--- config.mk ---
export PLATFORM = sky130hd
export DESIGN_NAME = line_whitespace_trim_filter
export DESIGN_NICKNAME = d
export VERILOG_FILES = /design/src/hw/rtl/lwst_pkg.sv /design/src/hw/rtl/lwst_cell.sv /design/src/hw/rtl/line_whitespace_trim_filter.sv
export SDC_FILE = /design/constraint.sdc
export NUM_CORES = 1
export LEC_CHECK = 0
export BUFFER_PORTS_ARGS = -buffer_cell sky130_fd_sc_hd__clkbuf_2
export CORE_ASPECT_RATIO = 0.8
export CORE_UTILIZATION = 65
export DETAILED_ROUTE_END_ITERATION = 16
export GPL_ROUTABILITY_DRIVEN = 1
export GPL_TIMING_DRIVEN = 0
export PLACE_DENSITY = 0.91
export SETUP_SLACK_MARGIN = 0.05
export SLEW_MARGIN = 10
export SYNTH_ARGS = -nofsm -noshare
export SYNTH_HDL_FRONTEND = slang
export SYNTH_HIERARCHICAL = 1
export SYNTH_SLANG_ARGS = --single-unit
--- constraint.sdc ---
create_clock -name clk -period 7 [get_ports clk]
set_clock_uncertainty 0.15 [all_clocks]
set_input_delay 0.7 -clock clk [delete_from_list [all_inputs] [get_ports clk]]
set_output_delay 0.7 -clock clk [all_outputs]
set_load 0.1 [all_outputs]
--- src/hw/rtl/lwst_pkg.sv ---
// ----------------------------------------------------------------------------
// lwst_pkg: shared types and constants for the line whitespace trim filter
// Byte codes, payload structs of both channels, and the cell control bundle.
// ----------------------------------------------------------------------------
package lwst_pkg;

  localparam logic [7:0] CHAR_TAB   = 8'h09;
  localparam logic [7:0] CHAR_LF    = 8'h0A;
  localparam logic [7:0] CHAR_VT    = 8'h0B;
  localparam logic [7:0] CHAR_FF    = 8'h0C;
  localparam logic [7:0] CHAR_CR    = 8'h0D;
  localparam logic [7:0] CHAR_SPACE = 8'h20;

  typedef struct packed {
    logic [7:0] text_byte;
    logic       end_of_text;
  } lws_in_t;

  typedef struct packed {
    logic [7:0] out_byte;
    logic       last_of_run;
    logic       overflow_seen;
  } lws_out_t;

  // Control shared by every cell of the pending chain
  typedef struct packed {
    logic       push;
    logic       shift;
    logic [7:0] wdata;
  } lws_cell_ctrl_t;

  function automatic logic is_blank(input logic [7:0] b);
    return (b == CHAR_SPACE) || (b == CHAR_TAB) || (b == CHAR_VT) || (b == CHAR_FF);
  endfunction

  function automatic logic is_eol(input logic [7:0] b);
    return (b == CHAR_CR) || (b == CHAR_LF);
  endfunction

endpackage

--- src/hw/rtl/lwst_cell.sv ---
// ----------------------------------------------------------------------------
// lwst_cell: one slot of the pending whitespace chain
// Loads a byte when selected for a push, takes its upper neighbor's byte on a
// shift, and otherwise holds.
// ----------------------------------------------------------------------------
module lwst_cell (
  input  logic                     clk,
  input  lwst_pkg::lws_cell_ctrl_t ctrl,
  input  logic                     sel,
  input  logic [7:0]               shift_in,
  output logic [7:0]               data
);

  logic [7:0] data_r;
  logic [7:0] data_nxt;

  always_comb begin
    if (ctrl.push && sel) begin
      data_nxt = ctrl.wdata;
    end else if (ctrl.shift) begin
      data_nxt = shift_in;
    end else begin
      data_nxt = data_r;
    end
  end

  always_ff @(posedge clk) begin
    data_r <= data_nxt;
  end

  assign data = data_r;

endmodule

--- src/hw/rtl/line_whitespace_trim_filter.sv ---
// ----------------------------------------------------------------------------
// line_whitespace_trim_filter: per-line whitespace trimmer
// Holds whitespace runs in a chain of byte cells, releases them ahead of the
// next visible byte, drops them at CR/LF and at end of text.
// ----------------------------------------------------------------------------
//  channel | direction | handshake             | payload
//  in_     | input     | in_valid / in_ready   | in_item  (lws_in_t)
//  out_    | output    | out_valid / out_ready | out_item (lws_out_t)
//  cfg_    | input     | cfg_valid / cfg_ready | cfg_strip_leading
//
//  A visible or CR/LF byte with nothing held is accepted and answered directly.
//  A visible byte after N held bytes releases N + 1 output items: the chain
//  shifts one cell per cycle toward the output register, then the byte goes.
//  No input is taken while the chain drains; out_ready low stalls the drain.
//  rst_n (synchronous) empties the chain and sets strip_leading to 1.
// ----------------------------------------------------------------------------
module line_whitespace_trim_filter #(
  parameter int PENDING_DEPTH = 32
) (
  input  logic               clk,
  input  logic               rst_n,
  input  logic               in_valid,
  output logic               in_ready,
  input  lwst_pkg::lws_in_t  in_item,
  output logic               out_valid,
  input  logic               out_ready,
  output lwst_pkg::lws_out_t out_item,
  input  logic               cfg_valid,
  output logic               cfg_ready,
  input  logic               cfg_strip_leading
);

  localparam int CNT_W = $clog2(PENDING_DEPTH + 1);

  typedef enum logic {
    S_RUN,
    S_FLUSH
  } state_t;

  state_t             state_r, state_nxt;
  logic [CNT_W-1:0]   count_r, count_nxt;
  logic               als_r, als_nxt;
  logic               ovf_r, ovf_nxt;
  logic               strip_r;
  logic [7:0]         held_r, held_nxt;
  logic               held_eot_r, held_eot_nxt;
  logic               out_valid_r, out_valid_nxt;
  lwst_pkg::lws_out_t out_item_r, out_item_nxt;

  lwst_pkg::lws_cell_ctrl_t ctrl;
  logic [7:0]               cell_q [PENDING_DEPTH];

  logic out_free;
  logic in_acc;
  logic go_flush;

  assign out_free  = !out_valid_r || out_ready;
  assign in_ready  = (state_r == S_RUN) && out_free;
  assign in_acc    = in_valid && in_ready;
  assign cfg_ready = 1'b1;
  assign out_valid = out_valid_r;
  assign out_item  = out_item_r;

  assign go_flush = in_acc && !lwst_pkg::is_eol(in_item.text_byte)
                    && !lwst_pkg::is_blank(in_item.text_byte) && (count_r != '0);

  for (genvar i = 0; i < PENDING_DEPTH; i++) begin : g_cell
    logic [7:0] up;
    if (i == PENDING_DEPTH - 1) begin : g_top
      assign up = cell_q[i];
    end else begin : g_mid
      assign up = cell_q[i+1];
    end
    lwst_cell u_cell (
      .clk      (clk),
      .ctrl     (ctrl),
      .sel      (count_r == CNT_W'(i)),
      .shift_in (up),
      .data     (cell_q[i])
    );
  end

  always_comb begin
    state_nxt     = state_r;
    count_nxt     = count_r;
    als_nxt       = als_r;
    ovf_nxt       = ovf_r;
    held_nxt      = held_r;
    held_eot_nxt  = held_eot_r;
    out_valid_nxt = out_valid_r && !out_ready;
    out_item_nxt  = out_item_r;
    ctrl.push     = 1'b0;
    ctrl.shift    = 1'b0;
    ctrl.wdata    = in_item.text_byte;

    case (state_r)
      S_RUN: begin
        if (in_acc) begin
          if (lwst_pkg::is_eol(in_item.text_byte)) begin
            count_nxt     = '0;
            als_nxt       = 1'b1;
            out_valid_nxt = 1'b1;
            out_item_nxt  = '{out_byte: in_item.text_byte, last_of_run: 1'b1,
                              overflow_seen: ovf_r};
          end else if (lwst_pkg::is_blank(in_item.text_byte)) begin
            // leading blanks in strip mode vanish without touching the queue
            if (!(strip_r && als_r)) begin
              if (count_r < CNT_W'(PENDING_DEPTH)) begin
                ctrl.push = 1'b1;
                count_nxt = count_r + CNT_W'(1);
              end else begin
                ovf_nxt = 1'b1;
              end
            end
          end else begin
            als_nxt = 1'b0;
            if (count_r == '0) begin
              out_valid_nxt = 1'b1;
              out_item_nxt  = '{out_byte: in_item.text_byte, last_of_run: 1'b1,
                                overflow_seen: ovf_r};
            end else begin
              held_nxt     = in_item.text_byte;
              held_eot_nxt = in_item.end_of_text;
              state_nxt    = S_FLUSH;
            end
          end
          if (in_item.end_of_text && !go_flush) begin
            count_nxt = '0;
            als_nxt   = 1'b1;
            ovf_nxt   = 1'b0;
          end
        end
      end
      S_FLUSH: begin
        if (out_free) begin
          out_valid_nxt = 1'b1;
          if (count_r != '0) begin
            out_item_nxt = '{out_byte: cell_q[0], last_of_run: 1'b0,
                             overflow_seen: ovf_r};
            ctrl.shift   = 1'b1;
            count_nxt    = count_r - CNT_W'(1);
          end else begin
            out_item_nxt = '{out_byte: held_r, last_of_run: 1'b1,
                             overflow_seen: ovf_r};
            state_nxt    = S_RUN;
            if (held_eot_r) begin
              als_nxt = 1'b1;
              ovf_nxt = 1'b0;
            end
          end
        end
      end
      default: begin
        state_nxt = S_RUN;
      end
    endcase
  end

  always_ff @(posedge clk) begin
    if (!rst_n) begin
      state_r     <= S_RUN;
      count_r     <= '0;
      als_r       <= 1'b1;
      ovf_r       <= 1'b0;
      strip_r     <= 1'b1;
      out_valid_r <= 1'b0;
    end else begin
      state_r     <= state_nxt;
      count_r     <= count_nxt;
      als_r       <= als_nxt;
      ovf_r       <= ovf_nxt;
      out_valid_r <= out_valid_nxt;
      if (cfg_valid && cfg_ready) begin
        strip_r <= cfg_strip_leading;
      end
    end
    held_r     <= held_nxt;
    held_eot_r <= held_eot_nxt;
    out_item_r <= out_item_nxt;
  end

`ifndef NO_ASSERTIONS
  a_count_bound: assert property (@(posedge clk) disable iff (!rst_n)
    count_r <= CNT_W'(PENDING_DEPTH))
    else $error("pending count beyond chain depth");

  a_no_take_in_flush: assert property (@(posedge clk) disable iff (!rst_n)
    (state_r == S_FLUSH) |-> !in_ready)
    else $error("input taken while chain drains");

  a_flush_ends_last: assert property (@(posedge clk) disable iff (!rst_n)
    (state_r == S_FLUSH) && out_free && (count_r == '0)
    |=> (state_r == S_RUN) && out_valid_r && out_item_r.last_of_run)
    else $error("drain did not end with the visible byte");

  a_eot_clears: assert property (@(posedge clk) disable iff (!rst_n)
    in_acc && in_item.end_of_text && !go_flush
    |=> (count_r == '0) && als_r && !ovf_r)
    else $error("end of text left stream state behind");
`endif

endmodule
==> results of run 1 <==
==> layout make-up <==
| type | instances | area (sq um) |
|---|---|---|
| sequential | 286 | 8478 |
| fill | 1098 | 4905 |
| multi-input combinational | 487 | 4269 |
| clock buffer | 31 | 690.7 |
| tap | 258 | 322.8 |
| clock inverter | 16 | 220.2 |
| timing repair buffer | 26 | 145.1 |
| buffer | 13 | 71.32 |
| inverter | 11 | 41.29 |
==> logic make-up (layout without fill, tap and decap cells) <==
logic type | count (synthesis) | in the layout | synth area share
AO/OA/AOI/OAI | 48 | 48 | 0.02882
XOR/XNOR | 4 | 4 | 0.002727
adder cells (fa/ha/maj) | 4 | 4 | 0.003895
buffers and inverters | 24 | 97 | 0.008762
flip-flops | 286 | 286 | 0.6597
multiplexers | 257 | 257 | 0.2251
other | 1 | 1 | 0.0002918
AND/OR/NAND/NOR | 173 | 173 | 0.07068
==> through the flow <==
stage / std cells / utilization / area [sq um] / hold slack, ns / power [mW]
floorplan: 797 / - / 12850 / 0.2593 / 2.128
global placement: 1080 / 0.6947 / 13300 / 0.2809 / 2.198
detailed placement: 1081 / 0.6962 / 13330 / 0.2816 / 2.210
CTS: 1128 / 0.7438 / 14240 / 0.2339 / 3.717
global route: 1128 / 0.7438 / 14240 / 0.2700 / 3.797
finish: 1128 / 0.7438 / 14240 / 0.2444 / 3.698
==> sequential cells by signal, indices dropped and copies added, names as in the netlist <==
signal              count
g_cell.u_cell/data    256
out_item               10
held_r                  8
count_r                 6
als_r                   1
held_eot_r              1
out_valid               1
ovf_r                   1
state_r                 1
strip_r                 1
==> synthesized netlist by cell type, drive strengths merged, types with 4 or more instances <==
library cell / count
a21oi: 12
a31oi: 8
buf: 7
clkbuf: 6
dfxtp: 11
edfxtp: 275
ha: 4
inv: 10
mux2: 256
nand2: 69
nor2: 51
o21ai: 6
or2b: 32
==> critical path, stage by stage <==
cell	delay, ns
clkbuf_2	0.75
or3b_1	0.41
a211o_1	0.29
a21oi_2	0.37
and4_2	0.45
buf_12	0.27
nand2_2	0.20
or2b_1	0.46
==> metal layers <==
metal  wire length [um]  share of wire
met1              10460           0.42
met2              12080           0.48
met3               1726          0.069
met4                750          0.030
met5                  0              0
==> path summary, 6_finish.rpt <==
| path | start | end | slack, ns | depth (start not counted) |
|---|---|---|---|---|
| setup reg to reg | count_r[0]$_SDFFE_PN0P_ | g_cell[13].u_cell/data[4]$_DFFE_PP_ | 3.80 | 6 |
| setup / recovery | in_item[3] | g_cell[13].u_cell/data[4]$_DFFE_PP_ | 3.08 | 8 |
| hold / removal | cfg_strip_leading | strip_r$_SDFFE_PN1P_ | 0.24 | 3 |
| hold reg to reg | ovf_r$_SDFFE_PN0P_ | out_item[0]$_DFFE_PP_ | 0.34 | 0 |
==> power by group through the flow <==
| stage | logic (mW) | registers, mW | clock network [mW] |
|---|---|---|---|
| global route | 0.287 | 1.91 | 1.60 |
| finish | 0.272 | 1.91 | 1.52 |
| CTS | 0.269 | 1.91 | 1.54 |
| floorplan | 0.118 | 2.01 | 0 |
| detailed placement | 0.266 | 1.94 | 0 |
| global placement | 0.256 | 1.94 | 0 |
==> impl_metrics.env, run 1 <==
export IMPL_routed_wirelength_um=25020
export IMPL_drtIter0Drc=592
export IMPL_io_buffers=25
export IMPL_vias_per_cell=6.297
export IMPL_grt_overflow_total=0
export IMPL_track_usage=0.2519
export IMPL_grtUsageMet3=0.03559
export IMPL_path_clk_slew_ns=0.06
export IMPL_cts_hold_buf=0
export IMPL_avgSynthCellArea_sq_um=16.12
export IMPL_finalHoldViolations=0
export IMPL_ys_types=50
export IMPL_post_cts_buffers=0
export IMPL_clock_sinks=286
export IMPL_power_frac_seq=0.516
export IMPL_clkPwrFrac=0.411
export IMPL_synth_async_reset_ratio=0
export IMPL_routed_via_count=7103
export IMPL_slew_headroom=0.3103
export IMPL_hp_class="in -> reg"
export IMPL_cp_start_kind="input port"
export IMPL_cts_root_buf="clkbuf_16"
export IMPL_die_w_um=159.2
export IMPL_synth_cells=797
export IMPL_grt_pass1_vias=7296
export IMPL_syn_cell_area_sq_um=12850
export IMPL_yosys_warnings=6
export IMPL_p_comb_frac=0.074
export IMPL_ys_flop_type="edfxtp_1"
export IMPL_syn2layout_area_growth_pct=10.80
export IMPL_die_h_um=127.8
export IMPL_final_cell_mix="edfxtp_1, mux2_2, nor2_1, nand2_1"
export IMPL_antenna_found_initial=0
export IMPL_core_area_sq_um=19140
export IMPL_die_area_sq_um=20340
export IMPL_maxCapViolations=0
export IMPL_tightest_slew_ns=1.035
export IMPL_wl_per_cell_um=22.18
export IMPL_setup_ws_ns=3.075
export IMPL_internal_power_mw=2.871
export IMPL_cp_required_ns=7.03
export IMPL_clk_latency_ns=0.53
export IMPL_p_per_area_nw_per_um2=259.7
export IMPL_antennaDiodeCount=0
export IMPL_ys_ff_latch=286
export IMPL_synth_top_area_frac=0.6426
export IMPL_yosysSeqAreaShare=0.6597
export IMPL_cp_arrival_ns=3.95
export IMPL_routabilityCongestion=0.8190
export IMPL_clockBufferDepth=3
export IMPL_grt_use_met1=0.3403
export IMPL_drive_gt1_frac=0.4195
export IMPL_io_pins=28
export IMPL_grt_setup_unrepaired="false"
export IMPL_vdd_ir_drop_max_uv=195.2
export IMPL_fmax_ghz=0.2548
export IMPL_top_usage_layer="met2"
export IMPL_start_util=0.6713
export IMPL_cts_tree="built"
export IMPL_crit_type="in -> reg"
export IMPL_slew_violations=0
export IMPL_power_switching_share=0.2235
export IMPL_synth_edf_count=275
export IMPL_drc=0
export IMPL_nets=871
export IMPL_fin_tns_setup_ns=0
export IMPL_pre_cts_ws_ns=2.646
export IMPL_post_cts_resized=0
export IMPL_h_tree_depth=1
export IMPL_dr_pass1_iters=6
export IMPL_syn_nets=816
export IMPL_finalSetupViolations=0
export IMPL_drtAntennaViolNets=0
export IMPL_use_met2=0.4272
export IMPL_min_period_ns=3.925
export IMPL_synth_largest_area_cell="edfxtp_1"
export IMPL_final_common_cell="edfxtp_1"
export IMPL_leakage_nw=4.122
export IMPL_synthTopCellsByArea="edfxtp_1, mux2_2, or2b_1"
export IMPL_netSwitchingPower_mw=0.8266
export IMPL_rows=45
export IMPL_cp_end_kind="flip-flop"
export IMPL_grt_pass1_wl_um=39770
export IMPL_grt_max_degree=40
export IMPL_path_max_fanout=39
export IMPL_outcome="finished clean"
export IMPL_cts_made_buffers=27
export IMPL_dp_hpwl_um=15110
export IMPL_finalCritPeriodShare=0.5607
Power figures use the tool's default switching activity.
==> run 2: changes to the inputs <==
ABC_AREA = 1   (was default)
CORE_UTILIZATION = 63   (was 65)
PLACE_DENSITY = 0.89   (was 0.91)
clock period = 4 ns   (was 7 ns; I/O delays follow)
==> run 2 against run 1 <==
Against the previous run:
- setup slack worse by 2.5 ns
- die area grew 16%
- register-to-register slack worse by 2.8 ns
- flip-flop and latch count is the same
- sequential power grew 140%
- critical path depth grew 4
- count of clock-buffer cells in the layout stayed put
- core utilization is 3.0 points lower
- worst hold slack got worse by 0.21 ns
- synthesized cell count rose by 82%
- via count increased by 52%
- cell count up 63%
- largest cell class unchanged
==> impl_metrics.env, run 2 <==
export IMPL_start_util=0.6437
export IMPL_dr_pass1_iters=6
export IMPL_netSwitchingPower_mw=3.362
export IMPL_io_buffers=25
export IMPL_min_period_ns=3.426
export IMPL_path_max_fanout=37
export IMPL_core_area_sq_um=22500
export IMPL_drc=0
export IMPL_ys_ff_latch=286
export IMPL_dp_cells=1787
export IMPL_cts_made_buffers=28
export IMPL_io_pins=28
export IMPL_syn_nets=1470
export IMPL_vdd_ir_drop_max_uv=449.9
export IMPL_ys_flop_type="edfxtp_1"
export IMPL_rows=49
export IMPL_power_switching_share=0.3390
export IMPL_grt_max_degree=38
export IMPL_vias_per_cell=5.841
export IMPL_clock_sinks=286
export IMPL_finalSetupViolations=0
export IMPL_final_common_cell="nand2_1"
export IMPL_cts_tree="built"
export IMPL_syn2layout_area_growth_pct=10.93
export IMPL_outcome="finished clean"
export IMPL_final_fill_count=1493
export IMPL_cp_required_ns=4.05
export IMPL_clockBufferDepth=3
export IMPL_synth_commonest_cells="nand2_1, edfxtp_1, nand3_1"
export IMPL_largest_reg_flops=256
export IMPL_synth_cells=1451
export IMPL_internal_power_mw=6.554
export IMPL_worstReg2RegEnd="g_cell[13].u_cell/data[7]$_DFFE_PP_"
export IMPL_routed_via_count=10765
export IMPL_slew_violations=0
export IMPL_grt_overflow_total=0
export IMPL_synth_top_area_frac=0.5701
export IMPL_min_path_cells=3
export IMPL_crit_type="in -> reg"
export IMPL_yosysSeqAreaShare=0.5853
export IMPL_h_tree_depth=1
export IMPL_cp_arrival_ns=3.48
export IMPL_grt_pass1_wl_um=50880
export IMPL_instances_no_fill=1843
export IMPL_nets=1534
export IMPL_synth_async_reset_ratio=0
export IMPL_ys_types=36
export IMPL_synth_largest_area_cell="edfxtp_1"
export IMPL_leakage_nw=6.626
export IMPL_synthTopCellsByArea="edfxtp_1, nand2_1, nand3_1"
export IMPL_cts_root_buf="clkbuf_16"
export IMPL_hp_class="in -> reg"
export IMPL_synth_most_common_cell="nand2_1"
export IMPL_clkPwrFrac=0.269
export IMPL_slew_headroom=0.2268
export IMPL_yosys_warnings=6
export IMPL_p_comb_frac=0.270
export IMPL_routabilityCongestion=0.9009
export IMPL_track_usage=0.2809
export IMPL_antennaDiodeCount=0
export IMPL_synth_edf_count=275
export IMPL_design_area_sq_um=16070
export IMPL_final_cell_mix="nand2_1, edfxtp_1, nand3_1, buf_6, inv_1"
export IMPL_r2r_start="state_r$_SDFF_PN0_"
export IMPL_dp_hpwl_um=19850
export IMPL_clk_latency_ns=0.55
export IMPL_die_w_um=171.5
export IMPL_min_to="count_r[1]$_SDFFE_PN0P_"
export IMPL_drtAntennaViolNets=0
export IMPL_final_util=0.7141
export IMPL_path_clk_slew_ns=0.06
export IMPL_cp_end_kind="flip-flop"
export IMPL_setup_ws_ns=0.5743
export IMPL_grt_pass1_vias=10010
export IMPL_grt_setup_unrepaired="false"
export IMPL_routed_wirelength_um=32310
export IMPL_die_h_um=137.6
export IMPL_antenna_found_initial=0
export IMPL_pre_cts_ws_ns=0.1086
export IMPL_p_per_area_nw_per_um2=617.2
export IMPL_postPlaceCellArea_sq_um=15090
export IMPL_post_cts_resized=0
export IMPL_finalCritPeriodShare=0.8564
export IMPL_r2r_cells=9
export IMPL_syn_cell_area_sq_um=14480
export IMPL_fmax_ghz=0.2919
export IMPL_hp_start="rst_n"
export IMPL_drive_gt1_frac=0.1308
export IMPL_tightest_slew_ns=1.160
export IMPL_die_area_sq_um=23600
export IMPL_wl_per_cell_um=17.53
export IMPL_avgSynthCellArea_sq_um=9.982
export IMPL_power_frac_seq=0.460
export IMPL_critPathLaunch="in_item[4]"
export IMPL_r2r_setup_slack_ns=1.05
export IMPL_finalHoldViolations=0
export IMPL_maxCapViolations=0
export IMPL_power_mw=9.916
export IMPL_drtIter0Drc=1459
export IMPL_cp_start_kind="input port"
run 2: cells by family after synthesis:
kind of cell	count (synthesis)	synth area share
other cells	1	0.0002589
simple gates	989	0.3244
buf+inv	138	0.07049
xor+xnor	5	0.003023
compound gates	28	0.01304
fa+ha+maj	4	0.003456
flops	286	0.5853
run 2: layout make-up:
| cell class | instances | area, sq um | share of cell area |
|---|---|---|---|
| Timing Repair Buffer | 34 | 241.5 | 0.01503 |
| Clock inverter | 21 | 198.9 | 0.01238 |
| Tap cell | 306 | 382.9 | 0.02383 |
| Multi-Input combinational cell | 1027 | 5011 | 0.3119 |
| Sequential cell | 286 | 8478 | 0.5277 |
| Clock buffer | 31 | 733.2 | 0.04563 |
| Inverter | 64 | 245.2 | 0.01526 |
| Buffer | 74 | 775.7 | 0.04828 |
run 2: power groups by stage:
| stage | logic [mW] | registers [mW] | clock network [mW] |
|---|---|---|---|
| finish | 2.68 | 4.57 | 2.67 |
| global route | 2.88 | 4.62 | 2.81 |
| CTS | 2.64 | 4.57 | 2.69 |
| detailed placement | 2.59 | 4.62 | 0 |
| global placement | 2.49 | 4.59 | 0 |
| floorplan | 1.63 | 4.93 | 0 |
run 2: routing by layer:
layer  share of wire  GRT usage
met5               0          0
met4           0.028    0.09375
met3            0.10    0.04855
met2            0.48     0.4669
met1            0.39     0.3761
run 2: worst max path at each step:
stage / to / depth (start not counted)
after floorplan: g_cell[17].u_cell/data[0]$_DFFE_PP_ / 6
after global placement: g_cell[24].u_cell/data[7]$_DFFE_PP_ / 10
after detailed placement: g_cell[12].u_cell/data[5]$_DFFE_PP_ / 12
after CTS: g_cell[13].u_cell/data[7]$_DFFE_PP_ / 12
after global routing: g_cell[12].u_cell/data[3]$_DFFE_PP_ / 12
final: g_cell[13].u_cell/data[7]$_DFFE_PP_ / 12
run 2: critical path, cell delays in order:
cell and delay (ns):
clkbuf_2 0.84, nand2_1 0.15, inv_2 0.10, nand2_1 0.05, nand2_1 0.06, nand2_1 0.12
a2111oi_4 0.74, buf_8 0.24, buf_6 0.19, buf_6 0.17, nand2_8 0.08, nand2_1 0.30
run 2: what timing repair did:
action	CTS	global route
buffers inserted	0	0
hold buffers	4	0
hold endpoints to repair	3	0
run 2: stage by stage:
| step | hold WS [ns] | setup TNS [ns] |
|---|---|---|
| CTS | 0.01119 | 0 |
| floorplan | 0.2588 | 0 |
| global placement | 0.2739 | -673.61 |
| global route | 0.04588 | 0 |
| finish | 0.03497 | 0 |
| detailed placement | 0.2791 | 0 |
==> run 3: changes to the inputs <==
PLACE_DENSITY = 0.78   (was 0.89)
TNS_END_PERCENT = 100   (was default)
==> run 3 against run 2 <==
Against the previous run:
- routed wire length fell by 3.1%
- flip-flop and latch count did not move
- first-iteration DRC count fell by 28%
- non-clock buffer count rose by 1
- register-to-register slack improved by 0.13 ns
- cell count did not move
- critical endpoint is now g_cell[21].u_cell/data[7]$_DFFE_PP_
- critical path type unchanged
- global-route usage fell by 0.79 points
- final area fell by 0.13%
==> impl_metrics.env, run 3 (synthesized netlist as in run 2, its figures left out) <==
export IMPL_outcome="finished clean"
export IMPL_whs_ns=0.2278
export IMPL_cts_root_buf="clkbuf_16"
export IMPL_rows=49
export IMPL_maxCapViolations=0
export IMPL_tightest_slew_ns=1.100
export IMPL_postPlaceCellArea_sq_um=15090
export IMPL_grt_overflow_total=0
export IMPL_power_frac_seq=0.464
export IMPL_path_max_fanout=35
export IMPL_cp_arrival_ns=3.38
export IMPL_hp_class="in -> reg"
export IMPL_drc=0
export IMPL_routed_wirelength_um=31310
export IMPL_cp_required_ns=4.06
export IMPL_drtAntennaViolNets=0
export IMPL_io_buffers=25
export IMPL_grt_max_degree=38
export IMPL_die_area_sq_um=23600
export IMPL_fin_tns_setup_ns=0
export IMPL_leakage_nw=6.606
export IMPL_clockBufferDepth=3
export IMPL_grt_setup_unrepaired="false"
export IMPL_nets=1536
export IMPL_grt_pass1_vias=9589
export IMPL_netSwitchingPower_mw=3.328
export IMPL_p_comb_frac=0.268
export IMPL_core_area_sq_um=22500
export IMPL_grt_pass1_wl_um=49770
export IMPL_final_cell_mix="nand2_1, edfxtp_1, nand3_1, buf_6, inv_1"
export IMPL_track_usage=0.2730
export IMPL_design_area_sq_um=16050
export IMPL_syn2layout_area_growth_pct=10.79
export IMPL_clk_latency_ns=0.55
export IMPL_final_common_cell="nand2_1"
export IMPL_final_util=0.7132
export IMPL_drive_gt1_frac=0.1288
export IMPL_finalHoldViolations=0
export IMPL_slew_headroom=0.2670
export IMPL_clock_sinks=286
export IMPL_die_w_um=171.5
export IMPL_routed_via_count=10433
export IMPL_cp_start_kind="input port"
export IMPL_dr_pass1_iters=6
export IMPL_h_tree_depth=1
export IMPL_die_h_um=137.6
export IMPL_slew_violations=0
export IMPL_cts_made_buffers=29
export IMPL_min_period_ns=3.321
export IMPL_antennaDiodeCount=0
export IMPL_routabilityCongestion=0.8562
export IMPL_power_switching_share=0.3387
export IMPL_cp_end_kind="flip-flop"
export IMPL_vdd_ir_drop_max_uv=382.4
export IMPL_antenna_found_initial=0
export IMPL_crit_type="in -> reg"
export IMPL_clkPwrFrac=0.268
export IMPL_internal_power_mw=6.497
export IMPL_dp_hpwl_um=19680
export IMPL_final_fill_count=1605
export IMPL_finalSetupViolations=0
export IMPL_fmax_ghz=0.3011
export IMPL_start_util=0.6437
export IMPL_wl_per_cell_um=16.99
export IMPL_post_cts_resized=0
export IMPL_path_clk_slew_ns=0.06
export IMPL_finalCritPeriodShare=0.8302
export IMPL_io_pins=28
export IMPL_largest_reg_flops=256
export IMPL_vias_per_cell=5.661
export IMPL_instances_no_fill=1843
export IMPL_dp_cells=1787
export IMPL_p_per_area_nw_per_um2=612.3
export IMPL_cts_tree="built"
export IMPL_drtIter0Drc=1049
==> run 3: changes by cell type in the layout (fill, tap and decap cells not counted) <==
cell | before | now
clkinv_2 | 5 | 2
clkinv_4 | 2 | 1
clkbuf_1 | 7 | 11
inv_6 | 0 | 1
bufinv_16 | 4 | 3
clkinvlp_4 | 1 | 2
dlygate4sd3_1 | 4 | 5
clkinv_1 | 10 | 8
==> run 3: worst max-delay path, stage by stage <==
cell       delay [ns]
clkbuf_2         0.61
inv_1            0.34
nand2_1          0.08
nor2_1           0.10
nand2_1          0.14
a2111oi_4        0.71
buf_6            0.26
buf_6            0.17
buf_6            0.16
nand2_8          0.07
nand2_1          0.30
==> run 3: path summary, 6_finish.rpt <==
check / startpoint / to / slack [ns] / cells past startpoint
max: in_item[2] / g_cell[21].u_cell/data[7]$_DFFE_PP_ / 0.68 / 11
min: out_ready / state_r$_SDFF_PN0_ / 0.23 / 5
max reg2reg: state_r$_SDFF_PN0_ / g_cell[21].u_cell/data[7]$_DFFE_PP_ / 1.18 / 9
min reg2reg: ovf_r$_SDFFE_PN0P_ / out_item[0]$_DFFE_PP_ / 0.28 / 0
==> run 3: final cells by class <==
| type | instances | area, sq um | share of cell area |
|---|---|---|---|
| buffer | 74 | 775.7 | 0.04834 |
| inverter | 64 | 245.2 | 0.01528 |
| multi-input combinational | 1027 | 5011 | 0.3123 |
| timing repair buffer | 35 | 251.5 | 0.01567 |
| clock inverter | 16 | 153.9 | 0.009591 |
| clock buffer | 35 | 748.2 | 0.04663 |
| tap | 306 | 382.9 | 0.02386 |
| sequential | 286 | 8478 | 0.5283 |
==> run 3: power groups by stage <==
stage / sequential (mW) / clock [mW] / combinational, mW
2_1_floorplan: 4.93 / 0 / 1.63
3_3_place_gp: 4.60 / 0 / 2.52
3_5_place_dp: 4.61 / 0 / 2.59
4_1_cts: 4.56 / 2.66 / 2.61
5_1_grt: 4.62 / 2.77 / 2.89
6_report: 4.56 / 2.63 / 2.63
==> run 3: timing repair <==
action                                  in CTS  in global routing
buffers inserted                             0                  0
hold endpoints to repair                     7                  0
endpoints found under the setup margin       0                  0
hold buffers                                 5                  0
==> run 3: routing by layer <==
metal	part of all wire	routed length, um	GRT usage
met5	0	0	0
met3	0.085	2649	0.04280
met1	0.43	13410	0.3921
met4	0.024	736	0.08284
met2	0.46	14510	0.4296
==> run 3: per-stage QoR <==
step / power, mW / worst slack [ns]
detailed placement: 7.197 / 0.1946
global route: 10.28 / 0.5211
floorplan: 6.559 / 0.2522
finish: 9.825 / 0.6793
global placement: 7.124 / -1.446
CTS: 9.830 / 0.7587
